[src/hdl/cpt_pkg.sv]
package cpt_pkg;

   // width of the classification code on the result port
   localparam int CODE_WIDTH = 2;

   // classification codes
   localparam logic [CODE_WIDTH-1:0] CLASS_NOT_PRIME  = 2'd0;
   localparam logic [CODE_WIDTH-1:0] CLASS_PRIME      = 2'd1;
   localparam logic [CODE_WIDTH-1:0] CLASS_CHEN_PRIME = 2'd2;
   localparam logic [CODE_WIDTH-1:0] CLASS_CHEN_SEMI  = 2'd3;

   // sequencer states
   typedef enum logic [2:0] {
      ST_IDLE,
      ST_CHECK,
      ST_DIV,
      ST_EVAL,
      ST_VERDICT
   } state_type;

   // which test the sequencer is running
   typedef enum logic [1:0] {
      PH_CAND_PRIME,
      PH_PART_PRIME,
      PH_PART_SEMI,
      PH_COFACTOR_PRIME
   } phase_type;

   // control to the shared divider
   typedef struct packed {
      logic go;
   } div_ctl_type;

   // status back from the shared divider
   typedef struct packed {
      logic done;
      logic running;
   } div_stat_type;

endpackage

[src/hdl/cpt_div.sv]
module cpt_div #(
   parameter int WIDTH = 32
) (
   input  logic                 clock,
   input  logic                 reset,
   input  cpt_pkg::div_ctl_type ctl,
   input  logic [WIDTH-1:0]     dividend,
   input  logic [WIDTH-1:0]     divisor,
   output cpt_pkg::div_stat_type stat,
   output logic [WIDTH-1:0]     quotient,
   output logic [WIDTH-1:0]     remainder
);

   localparam int CW = $clog2(WIDTH + 1);

   logic [WIDTH-1:0] rem_ff, rem_in;
   logic [WIDTH-1:0] quot_ff, quot_in;
   logic [WIDTH-1:0] dsr_ff, dsr_in;
   logic [CW-1:0]    cnt_ff, cnt_in;
   logic             running_ff, running_in;
   logic             done_ff, done_in;

   logic [WIDTH:0]   trial;
   logic [WIDTH:0]   diff;

   // one restoring step: shift in the next dividend bit, try to subtract
   assign trial = {rem_ff, quot_ff[WIDTH-1]};
   assign diff  = trial - {1'b0, dsr_ff};

   always_comb begin
      rem_in     = rem_ff;
      quot_in    = quot_ff;
      dsr_in     = dsr_ff;
      cnt_in     = cnt_ff;
      running_in = running_ff;
      done_in    = 1'b0;
      if (ctl.go) begin
         rem_in     = '0;
         quot_in    = dividend;
         dsr_in     = divisor;
         cnt_in     = CW'(WIDTH);
         running_in = 1'b1;
      end else if (running_ff) begin
         if (!diff[WIDTH]) begin
            rem_in  = diff[WIDTH-1:0];
            quot_in = {quot_ff[WIDTH-2:0], 1'b1};
         end else begin
            rem_in  = trial[WIDTH-1:0];
            quot_in = {quot_ff[WIDTH-2:0], 1'b0};
         end
         cnt_in = cnt_ff - CW'(1);
         if (cnt_ff == CW'(1)) begin
            running_in = 1'b0;
            done_in    = 1'b1;
         end
      end
   end

   always_ff @(posedge clock) begin
      rem_ff  <= rem_in;
      quot_ff <= quot_in;
      dsr_ff  <= dsr_in;
      cnt_ff  <= cnt_in;
      if (reset) begin
         running_ff <= 1'b0;
         done_ff    <= 1'b0;
      end else begin
         running_ff <= running_in;
         done_ff    <= done_in;
      end
   end

   assign stat.done    = done_ff;
   assign stat.running = running_ff;
   assign quotient     = quot_ff;
   assign remainder    = rem_ff;

endmodule

[config.mk]
export PLATFORM = sky130hd
export DESIGN_NAME = cpt_div
export DESIGN_NICKNAME = d
export VERILOG_FILES = /design/src/hdl/cpt_pkg.sv /design/src/hdl/cpt_div.sv
export SDC_FILE = /design/constraint.sdc
export NUM_CORES = 1
export LEC_CHECK = 0
export ABC_CLOCK_PERIOD_IN_PS = 7600
export BUFFER_PORTS_ARGS = -buffer_cell sky130_fd_sc_hd__buf_2
export CAP_MARGIN = 20
export CORE_MARGIN = 2
export CORE_UTILIZATION = 26
export CTS_CLUSTER_DIAMETER = 150
export DETAILED_ROUTE_END_ITERATION = 16
export PLACE_DENSITY = 0.48
export SLEW_MARGIN = 5
export SYNTH_ARGS = -nofsm -noshare
export SYNTH_HDL_FRONTEND = slang
export SYNTH_SLANG_ARGS = --single-unit
[constraint.sdc]
create_clock -name clock -period 7.6 [get_ports clock]
set_input_delay 1.52 -clock clock [delete_from_list [all_inputs] [get_ports clock]]
set_output_delay 1.52 -clock clock [all_outputs]
set_load 0.05 [all_outputs]
==> metrics.txt <==
final period utilization=0.4097; number of CTS-inserted buffers=9; post-synthesis simple-gate area fraction=0.1166; setup repair after global routing missed its margin=no; Mapped Nets=approximately 710; FILL cells=2513; total of max-cap violations=0; dpl cell area=just over 0.007 mm^2; antenna viol nets, final=0; worst rel slew slack=0.5146; CTS tree=built; Post-Syn Instances=~600; Final Max Tran Viols=0; Compound-Gate Fraction of Synth Area=0.1648; Worst Slack Setup Final=between 4000 and 5000 ps; multiplexer share of the synthesized area=0.1006; CTS clk-pin slew, worst paths=about 90 ps; global-route wire length before repair=25510 um; largest net degree at the start of global routing=approximately 60; PD cells=roughly 230 mW/mm^2; clk sinks=~100; Worst Setup EP=remainder[29]$_SDFFE_PP0P_; crit path launch=quotient[31]$_DFFE_PP_; worst skew pair latency=370 ps; Setup WS pre-CTS=between 4000 and 5000 ps; Final Non-Filler Cells=1046; # DRC=0; CTS Buffer Depth=2; register area share after synthesis=0.4406; YS warnings=0; final setup TNS=0 ps; # port buffers=132; met1 usage=0.1699; Peak VDD IR=just over 0.0001 V; Detailed Route Iter0 Violations=slightly above 200; transition time at the pin with the least slew margin=728.1 ps; detailed-route wire length=between 15000 and 20000 um; Die ar.=0.02502 mm^2; Crit-path slowest cell=o211a_4; I/O pin cnt=133; Final Instance Area=approximately 0.0074 mm^2; Worst R2R Start=quotient[31]$_DFFE_PP_; CTS Hold Buffers Added=0; die height=158.2 um; status=finished clean; EDFF count, synth=64; Adder-Cell Fraction of Synth Area=0.07208; Placed Cells=just over 1000; crit start category=register; busiest grt layer=met2; post_cts resized=0; vias per cell=between 4 and 5; Max stage delay on crit path=around 600 ps; met3 usage=0.04572; core area=0.02340 mm^2; FF-to-FF End=remainder[29]$_SDFFE_PP0P_; library cells used by synthesis=65; vias in the first global route=4865; Bufs and invs on worst path=1; cell family with most CP delay=compound AO/OA/AOI/OAI gates; CP endpoint kind=register; final hold viol count=0; DP HPWL=~12000 um; Final min period=between 3000 and 4000 ps; r2r setup slk=roughly 4500 ps; initial antenna violation count=2; maximum clock rate=0.3212 GHz; Worst Skew=approximately 20 ps; Avg Cell Area, Syn=10.13 um^2; Root Buffer=clkbuf_16; Die X=about 160 um; M2 GR Usage=0.2041; #FFs+latches synth=between 100 and 150; share of cells above drive strength 1=0.2696; synthesized area=0.006180 mm^2; final setup vio count=0; Synth Area in XOR/XNOR=0.04535; post-CTS setup buffer count=0; largest family of logic cells by synthesized area=compound AO/OA/AOI/OAI gates; initial cell density of the core=0.2641; total power draw=~1.7 mW; Worst R2R Path Depth=10; Rows=56; DR pass1 iterations=5; Crit path depth=10; WS Path Type=reg2reg; Area growth syn-to-layout=19.48%; ys async rst share=0; Top FF cell, synth=edfxtp_1; static leakage=3.000 nW; Worst Hold Class=reg2reg; fin nets=824; total track usage=0.1290; CP Data Required Time=~7900 ps; GR Overflow Total=0; critical-path cell list=inv_1 > ha_1 > fa_1 > nand2b_1 > a21oi_1 > o211ai_1 > a21oi_2 > o211a_4 > nand2_1 > o221ai_1; drt wl/cell=around 15 um; Vias=4824; H-tree levels=3; crit path DAT=~3400 ps; worst-path fanout max=38; Antenna diodes=0; RD Place Congestion=a little over 0.8
## report_power, final
| part | switching (mW) | internal [mW] |
|---|---|---|
| clock | 0.253 | 0.239 |
| combinational | 0.330 | 0.172 |
| sequential | 0.0369 | 0.657 |
## layout by cell type (no fill, tap or decap), types with 2 or more instances in the layout
cell type,count
and2_1,2
clkinv_8,4
a211o_1,2
nand2b_1,8
a31oi_1,4
dfxtp_1,39
xnor2_1,25
buf_4,4
o221ai_1,3
o21bai_1,3
nand3b_1,2
nor2b_1,4
a211oi_1,25
nor2_1,51
xor2_1,7
a21oi_2,3
clkbuf_16,9
mux2_2,32
nand3_1,18
nor3_1,11
o21ai_1,7
nand4_1,4
and4_1,3
inv_6,2
o21ai_0,24
a21oi_1,38
a2111oi_0,2
buf_2,131
mux2i_1,25
o211ai_1,9
edfxtp_1,64
inv_1,45
a21boi_0,3
ha_1,34
o2111ai_1,2
o22ai_1,3
nand2_1,42
a21o_1,6
## cell type report
type / instances / area [um^2] / share of cell area
flip-flops and latches: 104 / 2724 / 0.3689
repair buffers: 135 / 685.7 / 0.09287
clock buffers: 9 / 225.2 / 0.03050
clock inverters: 7 / 93.84 / 0.01271
inverters: 45 / 168.9 / 0.02288
well taps: 319 / 399.1 / 0.05406
multi-input cells: 427 / 3087 / 0.4181
## per-stage QoR
step           hold slack (ps)    util
2_1_floorplan            468.5       -
4_1_cts                  504.8  0.3155
5_1_grt                  553.2  0.3155
3_5_place_dp             495.0  0.3019
3_3_place_gp             486.1  0.3019
6_report                 502.5  0.3155
## how the worst min path moves through the flow
stage,start,endpoint,slack (ps),depth (start not counted)
floorplan,cnt_ff[1]$_SDFFE_PP0P_,cnt_ff[1]$_SDFFE_PP0P_,470,2
global placement,cnt_ff[1]$_SDFFE_PP0P_,cnt_ff[1]$_SDFFE_PP0P_,490,2
detailed placement,cnt_ff[1]$_SDFFE_PP0P_,cnt_ff[1]$_SDFFE_PP0P_,490,2
CTS,cnt_ff[1]$_SDFFE_PP0P_,cnt_ff[1]$_SDFFE_PP0P_,500,2
global route,cnt_ff[1]$_SDFFE_PP0P_,cnt_ff[1]$_SDFFE_PP0P_,550,2
finish,cnt_ff[1]$_SDFFE_PP0P_,cnt_ff[1]$_SDFFE_PP0P_,500,2
## synth_stat cells, drive strengths merged, types with 9 or more instances
cell    count  area [um^2]
a211oi     26        200.2
a21oi      41        216.5
buf        16        132.6
clkbuf     18        68.81
dfxtp      40        800.8
edfxtp     64         1922
ha         34        425.4
inv        45        168.9
mux2       33        371.6
mux2i      25        250.2
nand2      42        157.7
nand3      19        100.1
nor2       51        191.4
nor3       11        55.05
o211ai      9        67.56
o21ai      31        155.2
xnor2      25        219.0
## tightest hold or removal path: stages (launching register included)
cell	delay, ps
dfxtp_1	340
nor2_1	80
a211oi_1	50
## metal layers
metal | part of all wire | routed length (um)
met2 | 0.45 | 7084
met1 | 0.47 | 7320
met5 | 0.0017 | 27
met4 | 0.0074 | 116
met3 | 0.072 | 1132
## kinds of logic (layout without fill, tap and decap cells)
kind of cell | Yosys count | in the layout
AOI/OAI and AO/OA | 149 | 149
xor gates and xnor gates | 32 | 32
adders and majority gates | 35 | 35
buffers and inverters | 79 | 196
DFF | 104 | 104
muxes | 58 | 58
and+or+nand+nor | 153 | 153
## flip-flops by register name (all words and copies together) (netlist names)
signal	flops
dsr_ff	32
quotient	32
remainder	32
cnt_ff	6
done_ff	1
running_ff	1
Power figures use the tool's default switching activity.
